File: src/rtl/core/bdr_pkg.sv
// Shared types and constants of the byte delta RGBA decoder.
`timescale 1ns / 1ps
`default_nettype none
package bdr_pkg;

  // Parse phase of the command front end, one-hot
  typedef enum logic [3:0] {
    PH_CMD     = 4'b0001,
    PH_DATA    = 4'b0010,
    PH_SKIP_LO = 4'b0100,
    PH_SKIP_HI = 4'b1000
  } phase_t;

  // Command byte codes
  localparam logic [7:0] CMD_NEXT_CHAN  = 8'd0;
  localparam logic [7:0] CMD_SKIP_FIRST = 8'd1;
  localparam logic [7:0] CMD_SKIP_LAST  = 8'd62;
  localparam logic [7:0] CMD_SKIP_LONG  = 8'd63;
  localparam logic [7:0] CMD_END        = 8'd64;
  localparam int         RUN_FLAG_BIT   = 7;

  // Result kinds
  localparam logic KIND_UPDATE = 1'b0;
  localparam logic KIND_END    = 1'b1;

  // Configuration register indexes
  localparam int         CFG_IDX_W       = 3;
  localparam logic [2:0] CFG_ROW_PITCH   = 3'd0;
  localparam logic [2:0] CFG_PREC_RED    = 3'd1;
  localparam logic [2:0] CFG_PREC_GREEN  = 3'd2;
  localparam logic [2:0] CFG_PREC_BLUE   = 3'd3;
  localparam logic [2:0] CFG_PREC_ALPHA  = 3'd4;
  localparam int         CFG_DATA_W      = 17;

  // Job queue between front and back
  localparam int QUEUE_DEPTH = 4;
  localparam int QUEUE_AW    = 2;

  // Delta width codes: 1, 2, 4 or 8 bits
  localparam logic [1:0] WIDTH_1 = 2'd0;
  localparam logic [1:0] WIDTH_2 = 2'd1;
  localparam logic [1:0] WIDTH_4 = 2'd2;
  localparam logic [1:0] WIDTH_8 = 2'd3;

  // Configuration seen by the front end
  typedef struct packed {
    logic signed [16:0] row_pitch;
    logic [3:0][3:0]    prec;
  } cfg_t;

  // One queued job: a run data byte or an end marker
  typedef struct packed {
    logic       kind;
    logic [7:0] data;
    logic [2:0] cnt_m1;   // number of updates minus one
    logic [1:0] wcode;
    logic       sub;
    logic [4:0] shift;
  } job_t;

endpackage
`default_nettype wire

File: src/rtl/core/bdr_front.sv
// Parser: tracks channel, row and offset; queues update and end jobs.
`timescale 1ns / 1ps
`default_nettype none
module bdr_front #(
  parameter int ADDR_BITS = 32
) (
  input  wire logic                 clk,
  input  wire logic                 rst_n,
  input  wire logic                 in_tvalid,
  output logic                      in_tready,
  input  wire logic [7:0]           in_tdata,
  input  wire bdr_pkg::cfg_t        cfg,
  input  wire logic                 q_full,
  output logic                      q_push,
  output bdr_pkg::job_t             q_job,
  output logic [ADDR_BITS-1:0]      q_addr
);

  bdr_pkg::phase_t       phase_r, phase_nxt;
  logic [4:0]            deltas_left_r, deltas_left_nxt;
  logic [2:0]            run_mode_r, run_mode_nxt;
  logic [1:0]            chan_r, chan_nxt;
  logic [ADDR_BITS-1:0]  row_base_r, row_base_nxt;
  logic [ADDR_BITS-1:0]  pix_off_r, pix_off_nxt;
  logic [7:0]            skip_lo_r, skip_lo_nxt;

  logic                  in_fire;
  logic [4:0]            per_byte;
  logic [4:0]            n_emit;
  logic [1:0]            chan_inc;
  logic [3:0]            prec_cur;
  logic [4:0]            shift_cur;

  assign in_tready = !q_full;
  assign in_fire   = in_tvalid && !q_full;

  // Updates this data byte yields
  assign per_byte  = 5'd8 >> run_mode_r[1:0];
  assign n_emit    = (deltas_left_r < per_byte) ? deltas_left_r : per_byte;
  assign chan_inc  = chan_r + 2'd1;
  assign prec_cur  = cfg.prec[chan_r];
  assign shift_cur = 5'd8 - {1'b0, prec_cur};

  // Parse one request
  always_comb begin
    phase_nxt       = phase_r;
    deltas_left_nxt = deltas_left_r;
    run_mode_nxt    = run_mode_r;
    chan_nxt        = chan_r;
    row_base_nxt    = row_base_r;
    pix_off_nxt     = pix_off_r;
    skip_lo_nxt     = skip_lo_r;
    q_push          = 1'b0;
    q_job           = '0;
    q_addr          = row_base_r + pix_off_r;
    if (in_fire) begin
      case (phase_r)
        bdr_pkg::PH_DATA: begin
          q_push          = 1'b1;
          q_job.kind      = bdr_pkg::KIND_UPDATE;
          q_job.data      = in_tdata;
          q_job.cnt_m1    = 3'(n_emit - 5'd1);
          q_job.wcode     = run_mode_r[1:0];
          q_job.sub       = run_mode_r[2];
          q_job.shift     = shift_cur;
          pix_off_nxt     = pix_off_r + ADDR_BITS'({n_emit, 2'b00});
          deltas_left_nxt = deltas_left_r - n_emit;
          if (deltas_left_nxt == 5'd0) begin
            phase_nxt = bdr_pkg::PH_CMD;
          end
        end
        bdr_pkg::PH_SKIP_LO: begin
          skip_lo_nxt = in_tdata;
          phase_nxt   = bdr_pkg::PH_SKIP_HI;
        end
        bdr_pkg::PH_SKIP_HI: begin
          pix_off_nxt = pix_off_r + ADDR_BITS'({in_tdata, skip_lo_r, 2'b00});
          phase_nxt   = bdr_pkg::PH_CMD;
        end
        bdr_pkg::PH_CMD: begin
          if (in_tdata[bdr_pkg::RUN_FLAG_BIT]) begin
            deltas_left_nxt = {1'b0, in_tdata[3:0]} + 5'd1;
            run_mode_nxt    = in_tdata[6:4];
            phase_nxt       = bdr_pkg::PH_DATA;
          end else if (in_tdata == bdr_pkg::CMD_NEXT_CHAN) begin
            // wrap to channel 0 moves down one row
            chan_nxt    = chan_inc;
            if (chan_inc == 2'd0) begin
              row_base_nxt = row_base_r + ADDR_BITS'(cfg.row_pitch);
            end
            pix_off_nxt = ADDR_BITS'(chan_inc);
          end else if (in_tdata == bdr_pkg::CMD_SKIP_LONG) begin
            phase_nxt = bdr_pkg::PH_SKIP_LO;
          end else if (in_tdata inside {[bdr_pkg::CMD_SKIP_FIRST:bdr_pkg::CMD_SKIP_LAST]}) begin
            pix_off_nxt = pix_off_r + ADDR_BITS'({in_tdata, 2'b00});
          end else if (in_tdata == bdr_pkg::CMD_END) begin
            phase_nxt       = bdr_pkg::PH_CMD;
            deltas_left_nxt = 5'd0;
            run_mode_nxt    = 3'd0;
            chan_nxt        = 2'd0;
            row_base_nxt    = '0;
            pix_off_nxt     = '0;
            skip_lo_nxt     = 8'd0;
            q_push          = 1'b1;
            q_job.kind      = bdr_pkg::KIND_END;
            q_addr          = '0;
          end
        end
        default: begin
          phase_nxt = bdr_pkg::PH_CMD;
        end
      endcase
    end
  end

  always_ff @(posedge clk) begin
    if (!rst_n) begin
      phase_r       <= bdr_pkg::PH_CMD;
      deltas_left_r <= 5'd0;
      run_mode_r    <= 3'd0;
      chan_r        <= 2'd0;
      row_base_r    <= '0;
      pix_off_r     <= '0;
      skip_lo_r     <= 8'd0;
    end else begin
      phase_r       <= phase_nxt;
      deltas_left_r <= deltas_left_nxt;
      run_mode_r    <= run_mode_nxt;
      chan_r        <= chan_nxt;
      row_base_r    <= row_base_nxt;
      pix_off_r     <= pix_off_nxt;
      skip_lo_r     <= skip_lo_nxt;
    end
  end

endmodule
`default_nettype wire

File: src/rtl/core/bdr_queue.sv
// Short job queue between the parser and the update generator.
`timescale 1ns / 1ps
`default_nettype none
module bdr_queue #(
  parameter int ADDR_BITS = 32
) (
  input  wire logic                  clk,
  input  wire logic                  rst_n,
  input  wire logic                  push,
  input  wire bdr_pkg::job_t         push_job,
  input  wire logic [ADDR_BITS-1:0]  push_addr,
  input  wire logic                  pop,
  output logic                       full,
  output logic                       empty,
  output bdr_pkg::job_t              head_job,
  output logic [ADDR_BITS-1:0]       head_addr
);

  bdr_pkg::job_t               job_q   [bdr_pkg::QUEUE_DEPTH];
  logic [ADDR_BITS-1:0]        addr_q  [bdr_pkg::QUEUE_DEPTH];
  logic [bdr_pkg::QUEUE_AW-1:0] wr_ptr_r, wr_ptr_nxt;
  logic [bdr_pkg::QUEUE_AW-1:0] rd_ptr_r, rd_ptr_nxt;
  logic [bdr_pkg::QUEUE_AW:0]   count_r, count_nxt;
  logic                         do_push, do_pop;

  assign full      = (count_r == (bdr_pkg::QUEUE_AW + 1)'(bdr_pkg::QUEUE_DEPTH));
  assign empty     = (count_r == '0);
  assign do_push   = push && !full;
  assign do_pop    = pop && !empty;
  assign head_job  = job_q[rd_ptr_r];
  assign head_addr = addr_q[rd_ptr_r];

  // Pointer and fill count
  always_comb begin
    wr_ptr_nxt = do_push ? wr_ptr_r + 1'b1 : wr_ptr_r;
    rd_ptr_nxt = do_pop  ? rd_ptr_r + 1'b1 : rd_ptr_r;
    count_nxt  = count_r;
    if (do_push && !do_pop) begin
      count_nxt = count_r + 1'b1;
    end else if (do_pop && !do_push) begin
      count_nxt = count_r - 1'b1;
    end
  end

  always_ff @(posedge clk) begin
    if (!rst_n) begin
      wr_ptr_r <= '0;
      rd_ptr_r <= '0;
      count_r  <= '0;
    end else begin
      wr_ptr_r <= wr_ptr_nxt;
      rd_ptr_r <= rd_ptr_nxt;
      count_r  <= count_nxt;
    end
  end

  // Entry storage
  always_ff @(posedge clk) begin
    if (do_push) begin
      job_q[wr_ptr_r]  <= push_job;
      addr_q[wr_ptr_r] <= push_addr;
    end
  end

endmodule
`default_nettype wire

File: src/rtl/core/bdr_back.sv
// Job delta unpacker: one result per cycle unless output stalls.
`timescale 1ns / 1ps
`default_nettype none
module bdr_back #(
  parameter int ADDR_BITS = 32
) (
  input  wire logic                  clk,
  input  wire logic                  rst_n,
  input  wire logic                  q_empty,
  input  wire bdr_pkg::job_t         q_job,
  input  wire logic [ADDR_BITS-1:0]  q_addr,
  output logic                       q_pop,
  output logic                       out_tvalid,
  input  wire logic                  out_tready,
  output logic                       out_kind,
  output logic [31:0]                out_addr,
  output logic [7:0]                 out_delta,
  output logic                       out_sub,
  output logic                       out_last
);

  logic [2:0]            k_r, k_nxt;
  logic                  out_tvalid_r, out_tvalid_nxt;
  logic                  out_kind_r;
  logic [31:0]           out_addr_r;
  logic [7:0]            out_delta_r;
  logic                  out_sub_r;
  logic                  out_last_r;

  logic                  emit;
  logic                  last;
  logic [2:0]            bit_pos;
  logic [7:0]            shifted;
  logic [7:0]            fmask;
  logic [8:0]            val9;
  logic [7:0]            delta;
  logic [ADDR_BITS-1:0]  addr;

  assign emit  = !q_empty && (!out_tvalid_r || out_tready);
  assign last  = q_job.kind || (k_r == q_job.cnt_m1);
  assign q_pop = emit && last;

  // Select the k-th delta field of the data byte
  assign bit_pos = 3'(k_r << q_job.wcode);
  assign shifted = q_job.data >> bit_pos;

  always_comb begin
    case (q_job.wcode)
      bdr_pkg::WIDTH_1: fmask = 8'h01;
      bdr_pkg::WIDTH_2: fmask = 8'h03;
      bdr_pkg::WIDTH_4: fmask = 8'h0F;
      default:          fmask = 8'hFF;
    endcase
  end

  // (v + 1) << shift, truncated to a byte; 0 for end or shift >= 8
  assign val9 = {1'b0, shifted & fmask} + 9'd1;
  always_comb begin
    if (q_job.kind || (q_job.shift[4:3] != 2'd0)) begin
      delta = 8'd0;
    end else begin
      delta = 8'(val9 << q_job.shift[2:0]);
    end
  end

  assign addr = q_addr + ADDR_BITS'({k_r, 2'b00});

  // Field index and output register control
  always_comb begin
    k_nxt          = k_r;
    out_tvalid_nxt = out_tvalid_r;
    if (emit) begin
      k_nxt          = last ? 3'd0 : k_r + 3'd1;
      out_tvalid_nxt = 1'b1;
    end else if (out_tready) begin
      out_tvalid_nxt = 1'b0;
    end
  end

  always_ff @(posedge clk) begin
    if (!rst_n) begin
      k_r          <= 3'd0;
      out_tvalid_r <= 1'b0;
    end else begin
      k_r          <= k_nxt;
      out_tvalid_r <= out_tvalid_nxt;
    end
  end

  // Result payload
  always_ff @(posedge clk) begin
    if (emit) begin
      out_kind_r  <= q_job.kind;
      out_addr_r  <= 32'(addr);
      out_delta_r <= delta;
      out_sub_r   <= q_job.sub;
      out_last_r  <= last;
    end
  end

  assign out_tvalid = out_tvalid_r;
  assign out_kind   = out_kind_r;
  assign out_addr   = out_addr_r;
  assign out_delta  = out_delta_r;
  assign out_sub    = out_sub_r;
  assign out_last   = out_last_r;

endmodule
`default_nettype wire

File: src/rtl/core/byte_delta_rgba_decoder.sv
// Top level of the byte delta RGBA decoder: config registers and datapath.
//
//  Channel  Direction  Handshake            Payload
//  in_      slave      in_tvalid/in_tready  tdata: stream byte
//  out_     master     out_tvalid/tready    tdata: address, delta, subtract;
//                                           tuser: kind; tlast: last of byte
//  cfg_     slave      cfg_valid/cfg_ready  cfg_index, cfg_data
//
// The parser takes one stream byte per cycle while its 4-entry job queue has
// room. The update generator drains a job at one result per cycle while the
// output is not stalled; a data byte of 1-bit deltas yields up to 8 results.
// Reset (rst_n low, synchronous) clears parse state, queue and output valid;
// configuration returns to pitch 0 and precision 8. A stalled output holds
// its result while the parser keeps filling the queue.
`timescale 1ns / 1ps
`default_nettype none
module byte_delta_rgba_decoder #(
  parameter int ADDR_BITS = 32
) (
  input  wire logic                          clk,
  input  wire logic                          rst_n,
  input  wire logic                          in_tvalid,
  output logic                               in_tready,
  input  wire logic [7:0]                    in_tdata,   // [7:0] stream_byte
  output logic                               out_tvalid,
  input  wire logic                          out_tready,
  // [31:0] byte_address, [39:32] delta_value, [40] subtract, [47:41] zero
  output logic [47:0]                        out_tdata,
  output logic                               out_tuser,  // [0] item_kind
  output logic                               out_tlast,
  input  wire logic                          cfg_valid,
  output logic                               cfg_ready,
  input  wire logic [bdr_pkg::CFG_IDX_W-1:0] cfg_index,
  input  wire logic [bdr_pkg::CFG_DATA_W-1:0] cfg_data
);

  logic signed [16:0] row_pitch_r;
  logic [3:0][3:0]    prec_r;
  bdr_pkg::cfg_t      cfg;

  logic                  q_full, q_empty, q_push, q_pop;
  bdr_pkg::job_t         push_job, head_job;
  logic [ADDR_BITS-1:0]  push_addr, head_addr;

  logic [31:0]           res_addr;
  logic [7:0]            res_delta;
  logic                  res_sub;

  // Configuration registers
  assign cfg_ready = 1'b1;

  always_ff @(posedge clk) begin
    if (!rst_n) begin
      row_pitch_r <= 17'sd0;
      prec_r      <= {4{4'd8}};
    end else if (cfg_valid) begin
      case (cfg_index)
        bdr_pkg::CFG_ROW_PITCH:  row_pitch_r <= cfg_data;
        bdr_pkg::CFG_PREC_RED:   prec_r[0]   <= cfg_data[3:0];
        bdr_pkg::CFG_PREC_GREEN: prec_r[1]   <= cfg_data[3:0];
        bdr_pkg::CFG_PREC_BLUE:  prec_r[2]   <= cfg_data[3:0];
        bdr_pkg::CFG_PREC_ALPHA: prec_r[3]   <= cfg_data[3:0];
        default: ;
      endcase
    end
  end

  assign cfg.row_pitch = row_pitch_r;
  assign cfg.prec      = prec_r;

  bdr_front #(.ADDR_BITS(ADDR_BITS)) u_front (
    .clk       (clk),
    .rst_n     (rst_n),
    .in_tvalid (in_tvalid),
    .in_tready (in_tready),
    .in_tdata  (in_tdata),
    .cfg       (cfg),
    .q_full    (q_full),
    .q_push    (q_push),
    .q_job     (push_job),
    .q_addr    (push_addr)
  );

  bdr_queue #(.ADDR_BITS(ADDR_BITS)) u_queue (
    .clk       (clk),
    .rst_n     (rst_n),
    .push      (q_push),
    .push_job  (push_job),
    .push_addr (push_addr),
    .pop       (q_pop),
    .full      (q_full),
    .empty     (q_empty),
    .head_job  (head_job),
    .head_addr (head_addr)
  );

  bdr_back #(.ADDR_BITS(ADDR_BITS)) u_back (
    .clk        (clk),
    .rst_n      (rst_n),
    .q_empty    (q_empty),
    .q_job      (head_job),
    .q_addr     (head_addr),
    .q_pop      (q_pop),
    .out_tvalid (out_tvalid),
    .out_tready (out_tready),
    .out_kind   (out_tuser),
    .out_addr   (res_addr),
    .out_delta  (res_delta),
    .out_sub    (res_sub),
    .out_last   (out_tlast)
  );

  assign out_tdata = {7'd0, res_sub, res_delta, res_addr};

endmodule
`default_nettype wire
File: config.mk
export PLATFORM = sky130hd
export DESIGN_NAME = byte_delta_rgba_decoder
export DESIGN_NICKNAME = d
export VERILOG_FILES = /design/src/rtl/core/bdr_pkg.sv /design/src/rtl/core/bdr_front.sv /design/src/rtl/core/bdr_queue.sv /design/src/rtl/core/bdr_back.sv /design/src/rtl/core/byte_delta_rgba_decoder.sv
export SDC_FILE = /design/constraint.sdc
export NUM_CORES = 1
export LEC_CHECK = 0
export BUFFER_PORTS_ARGS = -buffer_cell sky130_fd_sc_hd__buf_2
export CORE_MARGIN = 5
export CORE_UTILIZATION = 55
export DETAILED_ROUTE_END_ITERATION = 12
export GPL_TIMING_DRIVEN = 0
export MAX_ROUTING_LAYER = met4
export PLACE_DENSITY = 0.81
export REMOVE_ABC_BUFFERS = 1
export SLEW_MARGIN = 20
export SYNTH_ARGS = -nofsm -noshare
export SYNTH_HDL_FRONTEND = slang
export SYNTH_SLANG_ARGS = --single-unit
File: constraint.sdc
create_clock -name clk -period 7.9 [get_ports clk]
set_input_delay 1.58 -clock clk [delete_from_list [all_inputs] [get_ports clk]]
set_output_delay 1.58 -clock clk [all_outputs]
set_load 0.05 [all_outputs]
==> results.md, run 1 <==
* Share of cells above drive strength 1 at 12.6%
* Via count at 15716
* DR WL/cell at 20.1 µm
* I/O Buffers at 77
* Maximum root-to-sink buffer count at 3
* Initial Utilization at 55.5%
* Max Cap Viol at 0
* Crit path kind: input pin to register
* Core area at 0.0375 mm²
* Iteration-0 DRC Markers at 1671
* Post-CTS setup buffers at 0
* Area growth, synth to finish at 12.8%
* First-pass GRT wire length at 81400 µm
* Pleak at 0.00889 µW
* Syn_area_per_cell at 10.8 µm²
* Synth warn at 0
* Setup-failing EPs final at 0
* H-tree depth at 2
* Endpoint required time on the critical path at 8.36 ns
* Finished Layout Cells at 2536
* Initial antenna violation count at 0
* # DRC at 0
* Worst hold path class: register to register
* Clock sinks at 383
* Cells after Synth at 1935
* P per Cell Area at 251 mW/mm²
* Distinct cell type count after synthesis at 80
* Worst slew pin tran at 1.11 ns
* EDFF count, synth at 251
* CTS Buf Count at 41
* Final Hold Viols at 0
* Tcrit/Tclk final at 70.1%
* Mapped cell area at 0.0208 mm²
* Final antenna-violating net count at 0
* Clock transition at path regs at 0.05 ns
* Critical Path Sink Type: register
* Root Buffer Master: clkbuf_16
* Fmax at 181 MHz
* Vias/cell at 6.20
* Synth area leaders: edfxtp_1 36%, dfxtp_1 13%, ha_1 6.6%, mux4_2 5.2%, nor2_1 3.7%
* Row count at 71
* IO Count at 86
* Worst rel slew slack at 25.4%
* Ant diodes at 0
* Post-route minimum period at 5.53 ns
* XOR/XNOR Fraction of Synth Area at 4.88%
* R2R depth at 20
* Setup TNS at 0 ns
* Top FF cell, synth: edfxtp_1
* Crit path max fanout at 38
* Resize count post-CTS at 0
* GR Util All Layers at 24.8%
* Slowest cell on crit path: and2_2
* Top post-synthesis cells by count: 251 x edfxtp_1, 205 x nor2_1, 151 x nand2_1
* Final #Nets at 2142
* Simple logic cell fraction of the synthesized area at 14.0%
* Synth Register Bits at 383
* Largest family of logic cells by synthesized area: compound AO/OA/AOI/OAI gates
* Die Y at 205 µm
* Register area share after synthesis at 48.9%
* Gp weighted congestion at 0.940
* Final wirelength at 51000 µm
* DRT Pass-1 Iters at 6
* Total grt overflow at 0
* Clk_skew at 0.0165 ns
* Most common cell in the netlist: edfxtp_1
* Placed Cells incl. Taps at 2461
* CP startpoint kind: input pin
* Fillers at 2878
* Adder-cell share of the synthesized area at 7.23%
* Yosys top cell area share at 36.2%
* Vias in the first global route at 15094
* Pins Over Slew Limit at 0
* Status: finished clean
* Hold buffers post-CTS at 0
* Core Util, Final at 62.6%
* Synth async-reset ratio at 0%
* Data arrival, critical path at 5.99 ns
* Ordered cell list for the critical path: buf_2 > ha_1 > nor4b_1 > nor3_1 > and2_0 > and2_2 > nor2_1 > inv_1 > ha_1 > inv_1 > fa_1 > xor2_1 > or3_1 > a21oi_1
* Largest net degree at the start of global routing at 73
* Multiplexer share of the synthesized area at 7.79%
* Die X at 205 µm
* Max VDD drop at 0.141 mV
* CTS tree: built
* Cell taking the most area after synthesis: edfxtp_1
* Critical path's largest stage delay at 0.79 ns
* RSZ-0062 raised after global routing: false
* Clock latency on the worst-skew pair at 0.56 ns
* Die area at 0.0418 mm²
* Worst Hold Path Cells at 2
* Synth Area in Compound Gates at 14.1%
* Placed wire-length estimate at 34700 µm
==> power breakdown <==
| part | leakage (µW) | total (µW) | switching, µW | internal (µW) |
|---|---|---|---|---|
| clock network | 0.000740 | 2150 | 816 | 1330 |
| logic | 0.00476 | 1370 | 899 | 470 |
| registers | 0.00340 | 2380 | 80.7 | 2290 |
==> layout make-up <==
cell class | instances | area, µm² | area share (%)
multi-input combinational | 1404 | 10100 | 43.1
clock inverter | 26 | 419 | 1.79
tap | 511 | 639 | 2.72
sequential | 383 | 10200 | 43.4
inverter | 68 | 258 | 1.10
clock buffer | 49 | 1100 | 4.68
timing repair buffer | 95 | 747 | 3.18
==> flip-flops by register name, summed over array words and instances, names as in the netlist, 2 cells and up, named ones only <==
register,count
cfg,16
row_pitch_r,17
u_back.k_r,3
u_back.out_addr,32
u_back.out_delta,8
u_front.chan_r,2
u_front.deltas_left_r,5
u_front.phase_r,4
u_front.pix_off_r,32
u_front.row_base_r,32
u_front.run_mode_r,3
u_front.skip_lo_r,8
u_queue.addr_q,128
u_queue.count_r,3
u_queue.job_q,80
u_queue.rd_ptr_r,2
u_queue.wr_ptr_r,2
==> cells in the final DEF (no fill, tap or decap), types with 13 or more instances in the layout <==
master,synthesis,layout
mux4_2,48,48
edfxtp_1,251,251
o21a_1,17,17
a22oi_1,29,29
mux2i_1,30,30
ha_1,109,109
nand2b_1,20,19
and3_1,29,29
xnor2_1,67,67
a21o_1,44,44
clkbuf_16,0,42
xor2_1,49,49
a211oi_1,17,17
nand3_1,63,63
dfxtp_1,132,130
and2_1,24,23
nor2_1,205,205
nand2_1,151,151
nand4_1,14,14
o211ai_1,17,17
o21ai_0,74,74
a31oi_1,14,13
inv_1,67,67
nor3_1,50,48
buf_2,7,77
a21oi_1,141,140
==> kinds of logic (layout without fill, tap and decap cells) <==
logic type	after synthesis	count (layout)
flops	383	383
compound gates	452	452
fa+ha+maj	116	116
other cells	2	8
buf+inv	154	238
mux	90	90
simple gates	622	622
xor+xnor	116	116
==> critical path: cells and delay by family <==
kind	cells	cell delay [ns]
AOI/OAI and AO/OA	1	0.20
and+or+nand+nor	6	2.70
buffers and inverters	3	0.43
xor gates and xnor gates	1	0.16
adders and majority gates	3	0.87
==> path summary, 6_finish.rpt <==
path,start,endpoint,slack (ns)
worst min-delay path,row_pitch_r[12]$_SDFFE_PN0P_,row_pitch_r[12]$_SDFFE_PN0P_,0.46
worst min register to register,row_pitch_r[12]$_SDFFE_PN0P_,row_pitch_r[12]$_SDFFE_PN0P_,0.46
worst max-delay path,in_tdata[1],u_queue.count_r[2]$_SDFFE_PN0P_,2.37
worst max register to register,u_front.run_mode_r[0]$_SDFFE_PN0P_,u_front.pix_off_r[21]$_SDFFE_PN0P_,2.38
==> per-layer routing <==
metal,wire length [µm],GRT usage [%],share of wire [%],vias up
li1,-,-,-,7319
met1,20900,32.8,41,7620
met2,25000,41.0,49,690
met3,3980,3.51,7.8,87
met4,1140,6.25,2.2,0
met5,0,-,0,-
==> per-stage QoR <==
| step | hold slack (ns) | instance area, µm² | total power [µW] | setup WS, ns |
|---|---|---|---|---|
| 6_report | 0.461 | 23500 | 5890 | 2.37 |
| 2_1_floorplan | 0.434 | 20500 | 3400 | 1.60 |
| 5_1_grt | 0.482 | 23500 | 6110 | 1.96 |
| 4_1_cts | 0.464 | 23500 | 5920 | 2.16 |
| 3_5_place_dp | 0.454 | 22000 | 3770 | 1.97 |
| 3_3_place_gp | 0.446 | 21500 | 3670 | -1.28 |
Power figures use the tool's default switching activity.
==> run 2, diff against run 1 <==
- clock period: 7.9 -> 5.7 ns (I/O delays scaled with it)
==> results.md, run 2 (synthesized netlist as in run 1, its figures left out) <==
* CP startpoint kind: register
* Worst rel slew slack at 26.1%
* Root Buffer Master: clkbuf_16
* Biggest register: u_queue.addr_q
* Largest net degree at the start of global routing at 73
* Tcrit/Tclk final at 92.1%
* Critical Path Sink Type: register
* Worst Hold Path Cells at 2
* Place WS at 0.00816 ns
* Die Y at 205 µm
* Clock latency on the worst-skew pair at 0.56 ns
* Top Registers: u_queue.addr_q: 128 flops, u_queue.job_q: 80 flops
* CTS tree: built
* Share of cells above drive strength 1 at 12.7%
* H-tree depth at 2
* Setup TNS at 0 ns
* Initial antenna violation count at 0
* # DRC at 0
* Data arrival, critical path at 5.70 ns
* Vias in the first global route at 15100
* DRT Pass-1 Iters at 6
* Maximum root-to-sink buffer count at 3
* Setup ws final at 0.449 ns
* R2R depth at 20
* Max VDD drop at 0.195 mV
* CTS Buf Count at 41
* Die X at 205 µm
* Area growth, synth to finish at 12.8%
* Pins Over Slew Limit at 0
* Status: finished clean
* DR WL/cell at 20.1 µm
* Total grt overflow at 0
* Final Hold Viols at 0
* I/O Buffers at 77
* R2r setup slk at 0.45 ns
* Worst slew pin tran at 1.10 ns
* Row count at 71
* Worst hold path class: register to register
* Iteration-0 DRC Markers at 1555
* GR Util All Layers at 24.8%
* RSZ-0062 raised after global routing: false
* Core area at 0.0375 mm²
* Flip-flop count of the largest register after layout at 128
* Max Cap Viol at 0
* Crit path max fanout at 10
* Setup-failing EPs final at 0
* Ant diodes at 0
* Endpoint required time on the critical path at 6.15 ns
* First-pass GRT wire length at 81400 µm
* Placement Cell Area at 0.0220 mm²
* Placed Cells incl. Taps at 2461
* Post-CTS setup buffers at 0
* R2R Path Start: u_front.run_mode_r[0]$_SDFFE_PN0P_
* Placed wire-length estimate at 34700 µm
* Fin area at 0.0235 mm²
* Final #Nets at 2142
* Most frequent cells in the layout: 251 x edfxtp_1, 205 x nor2_1, 151 x nand2_1
* Worst hold endpoint: row_pitch_r[12]$_SDFFE_PN0P_
* Post-route minimum period at 5.25 ns
* Hold buffers post-CTS at 0
* Vias/cell at 6.18
* Hold Crit Start: row_pitch_r[12]$_SDFFE_PN0P_
* Finished Layout Cells at 2536
* Die area at 0.0418 mm²
* Pleak at 0.00889 µW
* Clock transition at path regs at 0.06 ns
* Core Util, Final at 62.6%
* Initial Utilization at 55.5%
* Clock sinks at 383
* Via count at 15680
* Crit path kind: register to register
* Gp weighted congestion at 0.940
* P per Cell Area at 348 mW/mm²
* Fmax at 190 MHz
* Reg-to-reg endpoint: u_front.pix_off_r[23]$_SDFFE_PN0P_
* Final wirelength at 51000 µm
* Clk_skew at 0.0191 ns
* Fillers at 2877
* Final antenna-violating net count at 0
* Commonest non-fill, non-tap cell in the layout: edfxtp_1
* IO Count at 86
==> run 2: what timing repair did <==
action,4_1_cts,5_1_grt
endpoints found under the setup margin,4,15
cloned,0,0
pin swaps,0,0
resized for setup,1,1
==> run 2: worst max-delay path, stage by stage, from the launching register on <==
cell and delay [ns]:
dfxtp_1 0.36, nand2b_1 0.19, ha_1 0.27, a21boi_0 0.12, o21ai_0 0.16, nand2b_1 0.08, a211oi_2 0.47, mux2_2 0.45
nand2_1 0.08, o21a_1 0.16, ha_1 0.23, a21oi_1 0.15, nor2b_1 0.08, a311oi_1 0.54, a211oi_1 0.28, o21a_1 0.27
o31ai_2 0.58, nand2b_1 0.24, a21o_1 0.20, nor2_1 0.05, o211a_1 0.20
==> run 2: layout make-up <==
cell class / count / area [µm²] / share of cell area (%)
flip-flops and latches: 383 / 10200 / 43.4
repair buffers: 95 / 747 / 3.18
multi-input cells: 1404 / 10100 / 43.2
inverters: 68 / 258 / 1.10
clock inverters: 26 / 419 / 1.78
clock buffers: 49 / 1100 / 4.68
well taps: 511 / 639 / 2.72
==> run 2: layer usage <==
metal	up-vias	wire [µm]	global-route usage, %
met5	-	0	-
met4	0	1180	6.32
met3	94	3780	3.51
met2	644	24900	41.1
met1	7630	21100	32.7
li1	7312	-	-
==> run 2: worst max-delay path by stage <==
stage | startpoint | to
floorplan | in_tdata[0] | u_queue.addr_q[0][0]$_DFFE_PP_
CTS | u_front.run_mode_r[0]$_SDFFE_PN0P_ | u_front.pix_off_r[23]$_SDFFE_PN0P_
detailed placement | u_front.run_mode_r[0]$_SDFFE_PN0P_ | u_front.pix_off_r[23]$_SDFFE_PN0P_
global route | u_front.run_mode_r[1]$_SDFFE_PN0P_ | u_front.pix_off_r[23]$_SDFFE_PN0P_
finish | u_front.run_mode_r[0]$_SDFFE_PN0P_ | u_front.pix_off_r[23]$_SDFFE_PN0P_
global placement | in_tdata[1] | u_queue.addr_q[3][30]$_DFFE_PP_
==> run 2: power by group <==
group | internal [µW] | switching, µW
sequential | 3180 | 112
combinational | 653 | 1250
clock | 1840 | 1130
total | 5680 | 2490
==> run 2: stage by stage <==
step,hold slack [ns],total power (µW)
finish,0.461,8170
global placement,0.446,5090
CTS,0.464,8210
detailed placement,0.454,5220
floorplan,0.434,4710
global route,0.482,8470
